**src/rtl/dmtg_pkg.sv**
```systemverilog
`timescale 1ns / 1ps
// Shared types and constants for the disk mesh triangle generator.
package dmtg_pkg;

   localparam int VertexWidth    = 14;
   localparam int RingCountWidth = 7;

   localparam logic [RingCountWidth-1:0] RING_COUNT_RESET = 7'd1;

   typedef logic [VertexWidth-1:0]    vertex_type;
   typedef logic [RingCountWidth-1:0] ring_count_type;

   // Step within the current ring.
   typedef enum logic [1:0] {
      PHASE_SINGLE_OR_FIRST = 2'd0,
      PHASE_SECOND          = 2'd1,
      PHASE_CLOSE_FIRST     = 2'd2,
      PHASE_CLOSE_SECOND    = 2'd3
   } phase_type;

   typedef struct packed {
      vertex_type vertex_a;
      vertex_type vertex_b;
      vertex_type vertex_c;
      logic       valid_res;
      logic       last;
   } triangle_type;

endpackage

```
**src/rtl/dmtg_req_if.sv**
```systemverilog
`timescale 1ns / 1ps
// Request channel interface carrying the restart flag.
interface dmtg_req_if;
   logic valid;
   logic ready;
   logic restart;

   modport source (output valid, output restart, input ready);
   modport sink (input valid, input restart, output ready);
endinterface

```
**src/rtl/dmtg_rsp_if.sv**
```systemverilog
`timescale 1ns / 1ps
// Response channel interface carrying one triangle.
interface dmtg_rsp_if;
   logic                valid;
   logic                ready;
   dmtg_pkg::vertex_type vertex_a;
   dmtg_pkg::vertex_type vertex_b;
   dmtg_pkg::vertex_type vertex_c;
   logic                valid_res;
   logic                last;

   modport source (output valid, output vertex_a, output vertex_b, output vertex_c,
                   output valid_res, output last, input ready);
   modport sink (input valid, input vertex_a, input vertex_b, input vertex_c,
                 input valid_res, input last, output ready);
endinterface

```
**src/rtl/dmtg_sequencer.sv**
```systemverilog
`timescale 1ns / 1ps
// Ring counters, ring count register and the triangle selection logic.
module dmtg_sequencer #(
   parameter int MAX_RINGS = 64
) (
   input  logic                    clock,
   input  logic                    reset,
   input  logic                    csr_wr_en,
   input  dmtg_pkg::ring_count_type csr_wr_data,
   input  logic                    accept,
   input  logic                    restart,
   output dmtg_pkg::triangle_type  result
);

   localparam int IW = $clog2(MAX_RINGS + 1);
   localparam int PW = $clog2(6 * MAX_RINGS + 1);
   localparam int BW = $clog2(3 * MAX_RINGS * (MAX_RINGS + 1) + 2);

   dmtg_pkg::ring_count_type ring_count_ff;
   logic [IW-1:0]            ring_index_ff, ring_index_in;
   logic [PW-1:0]            ring_position_ff, ring_position_in;
   logic [PW-1:0]            inner_advance_ff, inner_advance_in;
   logic [IW-1:0]            position_mod_ring_ff, position_mod_ring_in;
   dmtg_pkg::phase_type      pair_phase_ff, pair_phase_in;
   logic [BW-1:0]            inner_ring_base_ff, inner_ring_base_in;
   logic [BW-1:0]            outer_ring_base_ff, outer_ring_base_in;
   logic [PW-1:0]            ring_span_ff, ring_span_in;
   logic                     sequence_done_ff, sequence_done_in;

   logic [IW-1:0]       rings_used;
   logic [IW-1:0]       cur_index;
   logic [PW-1:0]       cur_pos;
   logic [PW-1:0]       cur_adv;
   logic [IW-1:0]       cur_mod;
   dmtg_pkg::phase_type cur_phase;
   logic [BW-1:0]       cur_inner;
   logic [BW-1:0]       cur_outer;
   logic [PW-1:0]       cur_span;
   logic                cur_done;

   logic [BW-1:0] o_j, o_j1, ib_k, ib_k1, o_end;
   logic [PW-1:0] pos_inc;
   logic [IW-1:0] mod_inc;
   logic          last_pos;
   logic          do_close;
   logic          do_advance;

   always_comb begin
      if (ring_count_ff == '0) begin
         rings_used = IW'(1);
      end else if (32'(ring_count_ff) > 32'(MAX_RINGS)) begin
         rings_used = IW'(MAX_RINGS);
      end else begin
         rings_used = IW'(ring_count_ff);
      end
   end

   // A restart request sees the start-of-sequence state.
   always_comb begin
      if (restart) begin
         cur_index = IW'(1);
         cur_pos   = '0;
         cur_adv   = '0;
         cur_mod   = '0;
         cur_phase = dmtg_pkg::PHASE_SINGLE_OR_FIRST;
         cur_inner = BW'(1);
         cur_outer = BW'(1);
         cur_span  = PW'(6);
         cur_done  = 1'b0;
      end else begin
         cur_index = ring_index_ff;
         cur_pos   = ring_position_ff;
         cur_adv   = inner_advance_ff;
         cur_mod   = position_mod_ring_ff;
         cur_phase = pair_phase_ff;
         cur_inner = inner_ring_base_ff;
         cur_outer = outer_ring_base_ff;
         cur_span  = ring_span_ff;
         cur_done  = sequence_done_ff;
      end
   end

   assign o_j      = cur_outer + BW'(cur_pos);
   assign o_j1     = o_j + BW'(1);
   assign ib_k     = cur_inner + BW'(cur_adv);
   assign ib_k1    = ib_k + BW'(1);
   assign o_end    = cur_outer + BW'(cur_span) - BW'(1);
   assign pos_inc  = cur_pos + PW'(1);
   assign mod_inc  = cur_mod + IW'(1);
   assign last_pos = (pos_inc >= cur_span - PW'(1));

   always_comb begin
      ring_index_in        = cur_index;
      ring_position_in     = cur_pos;
      inner_advance_in     = cur_adv;
      position_mod_ring_in = cur_mod;
      pair_phase_in        = cur_phase;
      inner_ring_base_in   = cur_inner;
      outer_ring_base_in   = cur_outer;
      ring_span_in         = cur_span;
      sequence_done_in     = cur_done;
      result               = '0;
      do_close             = 1'b0;
      do_advance           = 1'b0;

      if (!cur_done) begin
         result.valid_res = 1'b1;
         if (cur_index == IW'(1)) begin
            result.vertex_a = dmtg_pkg::vertex_type'(o_j);
            result.vertex_b = (cur_pos >= PW'(5)) ? dmtg_pkg::vertex_type'(cur_outer)
                                                  : dmtg_pkg::vertex_type'(o_j1);
            ring_position_in = pos_inc;
            do_close         = (pos_inc >= PW'(6));
         end else begin
            case (cur_phase)
               dmtg_pkg::PHASE_SINGLE_OR_FIRST: begin
                  if (cur_mod != '0) begin
                     result.vertex_a = dmtg_pkg::vertex_type'(ib_k1);
                     result.vertex_b = dmtg_pkg::vertex_type'(ib_k);
                     result.vertex_c = dmtg_pkg::vertex_type'(o_j);
                     pair_phase_in   = dmtg_pkg::PHASE_SECOND;
                  end else begin
                     result.vertex_a = dmtg_pkg::vertex_type'(o_j);
                     result.vertex_b = dmtg_pkg::vertex_type'(o_j1);
                     result.vertex_c = dmtg_pkg::vertex_type'(ib_k);
                     do_advance      = 1'b1;
                  end
               end
               dmtg_pkg::PHASE_SECOND: begin
                  result.vertex_a  = dmtg_pkg::vertex_type'(ib_k1);
                  result.vertex_b  = dmtg_pkg::vertex_type'(o_j);
                  result.vertex_c  = dmtg_pkg::vertex_type'(o_j1);
                  inner_advance_in = cur_adv + PW'(1);
                  do_advance       = 1'b1;
               end
               dmtg_pkg::PHASE_CLOSE_FIRST: begin
                  result.vertex_a = dmtg_pkg::vertex_type'(cur_outer);
                  result.vertex_b = dmtg_pkg::vertex_type'(o_end);
                  result.vertex_c = dmtg_pkg::vertex_type'(cur_inner);
                  pair_phase_in   = dmtg_pkg::PHASE_CLOSE_SECOND;
               end
               default: begin
                  result.vertex_a = dmtg_pkg::vertex_type'(cur_inner);
                  result.vertex_b = dmtg_pkg::vertex_type'(ib_k);
                  result.vertex_c = dmtg_pkg::vertex_type'(o_end);
                  do_close        = 1'b1;
               end
            endcase
         end

         if (do_advance) begin
            ring_position_in     = pos_inc;
            position_mod_ring_in = (mod_inc >= cur_index) ? '0 : mod_inc;
            pair_phase_in        = last_pos ? dmtg_pkg::PHASE_CLOSE_FIRST
                                            : dmtg_pkg::PHASE_SINGLE_OR_FIRST;
         end

         if (do_close) begin
            if (cur_index >= rings_used) begin
               sequence_done_in = 1'b1;
               result.last      = 1'b1;
            end else begin
               inner_ring_base_in   = cur_outer;
               outer_ring_base_in   = cur_outer + BW'(cur_span);
               ring_span_in         = cur_span + PW'(6);
               ring_index_in        = cur_index + IW'(1);
               ring_position_in     = '0;
               inner_advance_in     = '0;
               position_mod_ring_in = '0;
               pair_phase_in        = dmtg_pkg::PHASE_SINGLE_OR_FIRST;
            end
         end
      end
   end

   always_ff @(posedge clock) begin
      if (reset || csr_wr_en) begin
         ring_count_ff        <= reset ? dmtg_pkg::RING_COUNT_RESET : csr_wr_data;
         ring_index_ff        <= IW'(1);
         ring_position_ff     <= '0;
         inner_advance_ff     <= '0;
         position_mod_ring_ff <= '0;
         pair_phase_ff        <= dmtg_pkg::PHASE_SINGLE_OR_FIRST;
         inner_ring_base_ff   <= BW'(1);
         outer_ring_base_ff   <= BW'(1);
         ring_span_ff         <= PW'(6);
         sequence_done_ff     <= 1'b0;
      end else if (accept) begin
         ring_index_ff        <= ring_index_in;
         ring_position_ff     <= ring_position_in;
         inner_advance_ff     <= inner_advance_in;
         position_mod_ring_ff <= position_mod_ring_in;
         pair_phase_ff        <= pair_phase_in;
         inner_ring_base_ff   <= inner_ring_base_in;
         outer_ring_base_ff   <= outer_ring_base_in;
         ring_span_ff         <= ring_span_in;
         sequence_done_ff     <= sequence_done_in;
      end
   end

endmodule

```
**src/rtl/dmtg_out_reg.sv**
```systemverilog
`timescale 1ns / 1ps
// Response register that holds one triangle until the consumer takes it.
module dmtg_out_reg (
   input  logic                   clock,
   input  logic                   reset,
   input  logic                   load,
   input  dmtg_pkg::triangle_type result,
   output logic                   load_ready,
   dmtg_rsp_if.source             rsp_bus
);

   logic                   rsp_valid_ff, rsp_valid_in;
   dmtg_pkg::triangle_type payload_ff;

   assign load_ready   = !rsp_valid_ff || rsp_bus.ready;
   assign rsp_valid_in = load || (rsp_valid_ff && !rsp_bus.ready);

   always_ff @(posedge clock) begin
      if (reset) begin
         rsp_valid_ff <= 1'b0;
      end else begin
         rsp_valid_ff <= rsp_valid_in;
      end
   end

   always_ff @(posedge clock) begin
      if (load) begin
         payload_ff <= result;
      end
   end

   assign rsp_bus.valid     = rsp_valid_ff;
   assign rsp_bus.vertex_a  = payload_ff.vertex_a;
   assign rsp_bus.vertex_b  = payload_ff.vertex_b;
   assign rsp_bus.vertex_c  = payload_ff.vertex_c;
   assign rsp_bus.valid_res = payload_ff.valid_res;
   assign rsp_bus.last      = payload_ff.last;

endmodule

```
**src/rtl/disk_mesh_triangle_generator_core.sv**
```systemverilog
`timescale 1ns / 1ps
// Top level of the disk mesh triangle generator.
// A triangle appears on the response channel in the cycle after its request is accepted.
// One request per cycle while the response register can take it; the ring counters advance once per triangle.
// A request is accepted whenever the response register is empty or being emptied.
// Reset is synchronous and active high; it sets the ring count to one and rewinds the sequence.
module disk_mesh_triangle_generator_core #(
   parameter int MAX_RINGS = 64
) (
   input  logic                     clock,
   input  logic                     reset,
   input  logic                     csr_wr_en,
   input  dmtg_pkg::ring_count_type csr_wr_data,
   dmtg_req_if.sink                 req_bus,
   dmtg_rsp_if.source               rsp_bus
);

   dmtg_pkg::triangle_type result;
   logic                   load_ready;
   logic                   accept;

   assign req_bus.ready = load_ready;
   assign accept        = req_bus.valid && load_ready;

   dmtg_sequencer #(
      .MAX_RINGS (MAX_RINGS)
   ) u_sequencer (
      .clock       (clock),
      .reset       (reset),
      .csr_wr_en   (csr_wr_en),
      .csr_wr_data (csr_wr_data),
      .accept      (accept),
      .restart     (req_bus.restart),
      .result      (result)
   );

   dmtg_out_reg u_out_reg (
      .clock      (clock),
      .reset      (reset),
      .load       (accept),
      .result     (result),
      .load_ready (load_ready),
      .rsp_bus    (rsp_bus)
   );

endmodule

```
**src/flat_wrapper.sv**
```systemverilog
// flat-port wrapper written by rule: the top's interface ports become plain ports
module disk_mesh_triangle_generator_core_flat 
#(
   parameter int MAX_RINGS = 64
)
  (clock, reset, csr_wr_en, csr_wr_data, req_bus_valid, req_bus_restart, req_bus_ready, rsp_bus_valid, rsp_bus_vertex_a, rsp_bus_vertex_b, rsp_bus_vertex_c, rsp_bus_valid_res, rsp_bus_last, rsp_bus_ready);
  dmtg_req_if req_bus_i ();
  dmtg_rsp_if rsp_bus_i ();
  input  logic clock;
  input  logic reset;
  input  logic csr_wr_en;
  input  dmtg_pkg::ring_count_type csr_wr_data;
  input wire logic [$bits(req_bus_i.valid)-1:0] req_bus_valid;
  input wire logic [$bits(req_bus_i.restart)-1:0] req_bus_restart;
  output wire logic [$bits(req_bus_i.ready)-1:0] req_bus_ready;
  output wire logic [$bits(rsp_bus_i.valid)-1:0] rsp_bus_valid;
  output wire logic [$bits(rsp_bus_i.vertex_a)-1:0] rsp_bus_vertex_a;
  output wire logic [$bits(rsp_bus_i.vertex_b)-1:0] rsp_bus_vertex_b;
  output wire logic [$bits(rsp_bus_i.vertex_c)-1:0] rsp_bus_vertex_c;
  output wire logic [$bits(rsp_bus_i.valid_res)-1:0] rsp_bus_valid_res;
  output wire logic [$bits(rsp_bus_i.last)-1:0] rsp_bus_last;
  input wire logic [$bits(rsp_bus_i.ready)-1:0] rsp_bus_ready;
  assign req_bus_i.valid = req_bus_valid;
  assign req_bus_i.restart = req_bus_restart;
  assign req_bus_ready = req_bus_i.ready;
  assign rsp_bus_valid = rsp_bus_i.valid;
  assign rsp_bus_vertex_a = rsp_bus_i.vertex_a;
  assign rsp_bus_vertex_b = rsp_bus_i.vertex_b;
  assign rsp_bus_vertex_c = rsp_bus_i.vertex_c;
  assign rsp_bus_valid_res = rsp_bus_i.valid_res;
  assign rsp_bus_last = rsp_bus_i.last;
  assign rsp_bus_i.ready = rsp_bus_ready;
  disk_mesh_triangle_generator_core #(.MAX_RINGS(MAX_RINGS)) u_core (.clock(clock), .reset(reset), .csr_wr_en(csr_wr_en), .csr_wr_data(csr_wr_data), .req_bus(req_bus_i), .rsp_bus(rsp_bus_i));
endmodule
```
**config.mk**
```make
export PLATFORM = sky130hd
export DESIGN_NAME = disk_mesh_triangle_generator_core_flat
export DESIGN_NICKNAME = d
export VERILOG_FILES = /design/src/rtl/dmtg_pkg.sv /design/src/rtl/dmtg_req_if.sv /design/src/rtl/dmtg_rsp_if.sv /design/src/rtl/dmtg_sequencer.sv /design/src/rtl/dmtg_out_reg.sv /design/src/rtl/disk_mesh_triangle_generator_core.sv /design/src/flat_wrapper.sv
export SDC_FILE = /design/constraint.sdc
export NUM_CORES = 1
export LEC_CHECK = 0
export BUFFER_PORTS_ARGS = -buffer_cell sky130_fd_sc_hd__buf_2
export CORE_MARGIN = 2
export CORE_UTILIZATION = 57
export CTS_CLUSTER_DIAMETER = 100
export DETAILED_ROUTE_END_ITERATION = 10
export PLACE_DENSITY = 0.8
export SYNTH_ARGS = -nofsm -noshare
export SYNTH_HDL_FRONTEND = slang
export SYNTH_HIERARCHICAL = 1
export SYNTH_SLANG_ARGS = --single-unit
```
**constraint.sdc**
```tcl
create_clock -name clock -period 5.1 [get_ports clock]
set_clock_uncertainty 0.1 [all_clocks]
set_input_delay 0.51 -clock clock [delete_from_list [all_inputs] [get_ports clock]]
set_output_delay 0.51 -clock clock [all_outputs]
set_load 0.02 [all_outputs]
```
==> impl_metrics.ini, run 1 <==
[drt]
drc = 0
num_vias = 11700
antenna_left = 0
drtPass1Iterations = 7
routed_wl_mm = 37.4
drt-initial-drc-count = 1462
drt-vias-per-instance = 6.75
drt-wirelength-per-cell_um = 21.6

[power_and_ir_drop]
power_density_nw_per_um2 = 199
vdd_ir_drop_max_mv = 0.228
p_switching_w = 0.000615
combinationalPowerShare_pct = 6.7
seqPwrFrac_pct = 44.0
p_clk_share_pct = 49.3
p_leak_nw = 4.61
p_sw_share_pct = 25.4
p_int_w = 0.00180

[synth]
synth-seq-cells = 124
synth_ff_type = dfxtp_1
ys_seq_area_share_pct = 27.2
synth_top_area_share_pct = 13.9
synth.top_cells.by_count = nor2_1, nand2_1, o21ai_0, a21oi_1, clkbuf_1
synth_area_um2 = 11000
avgSynthCellArea_um2 = 7.63
syn-num-nets = 1511
ys_warn_count = 6
synth_edf_count = 51
yosysMostFrequentCell = nor2_1
synth_top_area_cell = edfxtp_1
async_flop_share_pct = 0
postSynthCellCount = 1445
yosysUniqueCellTypes = 88
ys_top_cells_by_area = edfxtp_1, dfxtp_1, nor2_1, ha_1, o21ai_0

[clock_network]
numCtsBuffers = 17
clock-sinks = 124
holdBufCountCts = 0
cts_buffer_depth = 2
htreeDepth = 4
cts_resized = 0
clk_latency_ns = 0.43
clkTransAtPathRegs_ns = 0.06
post-cts-setup-buffer-count = 0
cts_tree = done
clockRootBuffer = clkbuf_16

[die]
dieArea_um2 = 20500
fp.dieH_um = 143
rows = 50
io_pins = 59
core_um2 = 18800
chipWidth_um = 143
initial_core_util_pct = 58.5

[worst_setup_path]
crit_start = u_core/u_sequencer/ring_position_ff[0]
critPathMaxStageDelay_ns = 0.60
criticalPathCategory = reg2reg
r2r_slack_ns = 0.59
worst_setup_path_end_kind = flip-flop
reg2reg_depth = 12
worstPathArrival_ns = 4.64
rr_endpoint = u_core/u_out_reg/rsp_bus.vertex_b[11]
path_buf_inv = 0
crit_end = u_core/u_out_reg/rsp_bus.vertex_b[11]
cp_top_family = compound AO/OA/AOI/OAI gates
cp_data_required_time_ns = 5.23
crit_cells = 12
path_cells = nor2b_1 > ha_1 > ha_1 > a21oi_1 > o21ai_1 > nand2_1 > a221oi_2 > o2111ai_1 > nor4b_2 > xor2_1 > a21oi_1 > a2111oi_2
critPathMaxFanout = 7
regToRegStartpoint = u_core/u_sequencer/ring_position_ff[0]
critPathSlowestCell = a221oi_2
cp-start-kind = flip-flop

[sta]
setup_viol = 0
fin_tns_setup_ns = 0
slew_headroom_pct = 42.9
fin_crit_sh_pct = 88.4
worst_pin_slew_ns = 0.853
hold_slack_ns = 0.236
final_max_slew_viol_count = 0
hold_viol = 0
fin_crit_ns = 4.51
max_freq_ghz = 0.222
rsz0062_at_grt = no

[cells_and_area]
multi_input_area_um2 = 7470
layout-drive-gt1-share_pct = 11.8
area_growth_syn_to_layout_pct = 9.98
final_core_util_pct = 64.4
nets = 1524
final_cell_area_um2 = 12100
num-fill-cells = 1639
area.sequential_um2 = 2990
diodes = 0

[worst_hold_path]
holdPathStages = 2
holdCritPathClass = in2reg

[place]
post_dp_cell_area_um2 = 11600
port_buffers = 58
gp_congestion = 0.993
dp_hpwl_mm = 26.9

[run]
maxCapViolations = 0

[global_route]
grt_pass1_wl_mm = 58.5
track_usage_pct = 36.7
antenna_found_initial = 1
grt_pass1_vias = 11000
grt_max_degree = 64
grt-ovfl-total = 0

[run_status]
outcome = finished clean
## cells by family after synthesis
kind of cell	synth area share, %
DFF	27.2
muxes	2.12
and+or+nand+nor	24.5
adders and majority gates	6.43
xor gates and xnor gates	7.55
buffers and inverters	5.32
AOI/OAI and AO/OA	27.0
## flip-flops by register name, summed over array words and instances (netlist names)
signal / cells
u_core/u_out_reg/rsp_bus.vertex_a: 14
u_core/u_out_reg/rsp_bus.vertex_b: 14
u_core/u_out_reg/rsp_bus.vertex_c: 14
u_core/u_sequencer/inner_ring_base_ff: 14
u_core/u_sequencer/outer_ring_base_ff: 14
u_core/u_sequencer/inner_advance_ff: 9
u_core/u_sequencer/ring_position_ff: 9
u_core/u_sequencer/ring_span_ff: 9
u_core/u_sequencer/position_mod_ring_ff: 7
u_core/u_sequencer/ring_count_ff: 7
u_core/u_sequencer/ring_index_ff: 7
u_core/u_sequencer/pair_phase_ff: 2
u_core/u_out_reg/rsp_bus.last: 1
u_core/u_out_reg/rsp_bus.valid: 1
u_core/u_out_reg/rsp_bus.valid_res: 1
u_core/u_sequencer/sequence_done_ff: 1
## per-stage QoR
stage               cells  worst slack, ns  total power, W
floorplan            1445           0.0122         0.00119
global placement     1699            0.603         0.00124
detailed placement   1699            0.455         0.00124
CTS                  1731            0.773         0.00242
global route         1731            0.488         0.00248
finish               1731            0.592         0.00242
## power groups by stage
stage          clock network (W)  registers [W]  logic (W)
2_1_floorplan                  0        0.00111  0.0000844
3_3_place_gp                   0        0.00108   0.000157
3_5_place_dp                   0        0.00108   0.000160
4_1_cts                  0.00119        0.00106   0.000161
5_1_grt                  0.00124        0.00107   0.000175
6_report                 0.00119        0.00106   0.000162
## worst min path at each step
stage | from | endpoint | slack (ns)
6_report | reset | u_core/u_out_reg/rsp_bus.valid | 0.24
3_5_place_dp | u_core/u_sequencer/outer_ring_base_ff[0] | u_core/u_sequencer/outer_ring_base_ff[0] | 0.39
4_1_cts | reset | u_core/u_out_reg/rsp_bus.valid | 0.23
3_3_place_gp | u_core/u_sequencer/outer_ring_base_ff[0] | u_core/u_sequencer/outer_ring_base_ff[0] | 0.37
2_1_floorplan | u_core/u_sequencer/inner_advance_ff[8] | u_core/u_sequencer/inner_advance_ff[8] | 0.35
5_1_grt | csr_wr_data[0] | u_core/u_sequencer/ring_count_ff[0] | 0.23
## routing by layer
metal	routed length [um]	global-route usage, %	vias up
met2	16700	59.0	776
li1	-	-	5300
met3	4150	7.95	216
met1	14000	45.3	5387
met4	2570	21.5	0
met5	0	0	-
## cell usage in the layout (no fill, tap or decap), types with 11 or more instances in the layout
| cell type | count |
|---|---|
| xor2_1 | 38 |
| a21oi_1 | 99 |
| a22oi_1 | 36 |
| nor3_1 | 33 |
| xnor2_1 | 57 |
| nand4_1 | 11 |
| nor2b_1 | 42 |
| and3_1 | 23 |
| a21o_1 | 20 |
| nand2b_1 | 13 |
| or2_2 | 12 |
| o21ai_0 | 108 |
| o31ai_1 | 11 |
| nand2_1 | 146 |
| inv_1 | 39 |
| dfxtp_1 | 73 |
| edfxtp_1 | 51 |
| buf_4 | 41 |
| mux2i_1 | 20 |
| clkbuf_16 | 18 |
| ha_1 | 51 |
| a211oi_1 | 17 |
| o211ai_1 | 29 |
| buf_2 | 57 |
| nand3_1 | 31 |
| nor2_1 | 176 |
## cell type report
class | count | share of cell area, %
clock buffers | 20 | 3.78
multi-input cells | 1175 | 61.6
repair buffers | 99 | 5.06
inverters | 41 | 1.27
well taps | 260 | 2.68
flip-flops and latches | 124 | 24.7
clock inverters | 12 | 0.919
Note: power is estimated with default switching activity, not from simulation.
==> run 2: changes to the inputs <==
RECOVER_POWER = 50   (was unset)
==> run 2 against run 1 <==
The run now ends with capacitance limit, slew limit left. First-iteration DRC count is 16% higher. Critical path depth is 2 higher. Global-route usage stayed put. Sequential power hardly changed. Die area stayed put. Combinational power is 4% lower. Largest cell class unchanged. Largest power group unchanged.
==> impl_metrics.ini, run 2 (synthesis gave the netlist of run 1 again) <==
[run_status]
outcome = finished, violations left
violations = capacitance limit, slew limit

[power_and_ir_drop]
p_total_w = 0.00241
power_density_nw_per_um2 = 201
p_leak_nw = 4.44
vdd_ir_drop_max_mv = 0.228

[place]
gp_congestion = 0.993
post_dp_cell_area_um2 = 11600
dp_hpwl_mm = 26.9
port_buffers = 58

[cells_and_area]
final_common_cell = nor2_1
diodes = 0
final_core_util_pct = 63.9
nets = 1524
num-fill-cells = 1679
layout-drive-gt1-share_pct = 8.16
area_growth_syn_to_layout_pct = 9.22
mostFrequentLayoutCells = nor2_1, nand2_1, o21ai_0
final_cell_area_um2 = 12000

[worst_setup_path]
worst_setup_path_end_kind = flip-flop
crit_start = req_bus_restart
regToRegStartpoint = u_core/u_sequencer/ring_position_ff[0]
r2r_slack_ns = 0.62
criticalPathCategory = in2reg
worstPathArrival_ns = 4.63
cp-start-kind = primary input
critPathMaxFanout = 35
rr_endpoint = u_core/u_out_reg/rsp_bus.vertex_b[11]
cp_data_required_time_ns = 5.22
crit_end = u_core/u_out_reg/rsp_bus.vertex_a[10]
reg2reg_depth = 12

[drt]
antenna_left = 0
num_vias = 11800
drtPass1Iterations = 7
drt-vias-per-instance = 6.80
drt-wirelength-per-cell_um = 21.6
routed_wl_mm = 37.4
drc = 0
drt-initial-drc-count = 1690

[global_route]
track_usage_pct = 36.7
grt-ovfl-total = 0
grt_pass1_vias = 11000
grt_util_met3_pct = 7.95
grt_max_degree = 64
antenna_found_initial = 1
grt_pass1_wl_mm = 58.5
grt_use_met2_pct = 59.0
top_usage_layer = met2
met1_usage_pct = 45.3

[clock_network]
clock-sinks = 124
numCtsBuffers = 17
cts_buffer_depth = 2
clkTransAtPathRegs_ns = 0.06
cts_tree = done
cts_resized = 0
clk_latency_ns = 0.43
htreeDepth = 4
holdBufCountCts = 0
clockRootBuffer = clkbuf_16
post-cts-setup-buffer-count = 0

[sta]
final_max_slew_viol_count = 96
worst_pin_slew_ns = 2.58
fin_tns_setup_ns = 0
hold_slack_ns = 0.248
setup_viol = 0
fin_crit_ns = 4.51
slew_headroom_pct = -71.7
max_freq_ghz = 0.222
rsz0062_at_grt = no
fin_crit_sh_pct = 88.5
hold_viol = 0

[die]
rows = 50
initial_core_util_pct = 58.5
io_pins = 59
core_um2 = 18800
chipWidth_um = 143
fp.dieH_um = 143
dieArea_um2 = 20500

[worst_hold_path]
holdCritPathClass = in2reg

[run]
maxCapViolations = 2
-- run 2: changes by cell type in the layout (fill, tap and decap cells not counted), sizes merged --
cell,delta
buf,-52
clkbuf,+52
-- run 2: worst max-delay path: stages --
cell and delay (ns):
buf_4 0.32, clkbuf_1 0.58, nor2b_1 0.19, ha_1 0.34
a21o_1 0.16, maj3_1 0.44, nand3_1 0.13, o311a_1 0.32
nor2b_1 0.30, nand4_1 0.18, nor3b_1 0.37, xor2_1 0.15
o311a_1 0.33, a211oi_1 0.28
-- run 2: worst min-delay path by stage --
| stage | cells past startpoint | end | startpoint |
|---|---|---|---|
| CTS | 2 | u_core/u_out_reg/rsp_bus.valid | reset |
| finish | 2 | u_core/u_sequencer/ring_count_ff[0] | csr_wr_data[0] |
| global placement | 2 | u_core/u_sequencer/outer_ring_base_ff[0] | u_core/u_sequencer/outer_ring_base_ff[0] |
| detailed placement | 2 | u_core/u_sequencer/outer_ring_base_ff[0] | u_core/u_sequencer/outer_ring_base_ff[0] |
| global route | 2 | u_core/u_sequencer/ring_count_ff[0] | csr_wr_data[0] |
| floorplan | 2 | u_core/u_sequencer/inner_advance_ff[8] | u_core/u_sequencer/inner_advance_ff[8] |
-- run 2: final cells by class --
class / count / area (um^2) / area share (%)
Clock buffer: 20 / 458 / 3.80
Clock inverter: 12 / 111 / 0.925
Tap cell: 260 / 325 / 2.70
Inverter: 41 / 154 / 1.28
Multi-Input combinational cell: 1175 / 7460 / 62.0
Timing Repair Buffer: 99 / 536 / 4.45
Sequential cell: 124 / 2990 / 24.9
-- run 2: routing by layer --
metal | up-vias | routed length [um]
met5 | - | 0
met4 | 0 | 2610
met3 | 220 | 4010
met2 | 833 | 16600
met1 | 5416 | 14200
li1 | 5297 | -
-- run 2: report_power, final --
part | internal [W] | switching [W] | total, W
Clock | 0.000702 | 0.000491 | 0.00119
Sequential | 0.00106 | 0.00000854 | 0.00106
Combinational | 0.0000381 | 0.000118 | 0.000156
-- run 2: through the flow --
step,instances,setup WS [ns]
2_1_floorplan,1445,0.0122
3_3_place_gp,1699,0.603
3_5_place_dp,1699,0.455
4_1_cts,1731,0.773
5_1_grt,1731,0.397
6_report,1731,0.589
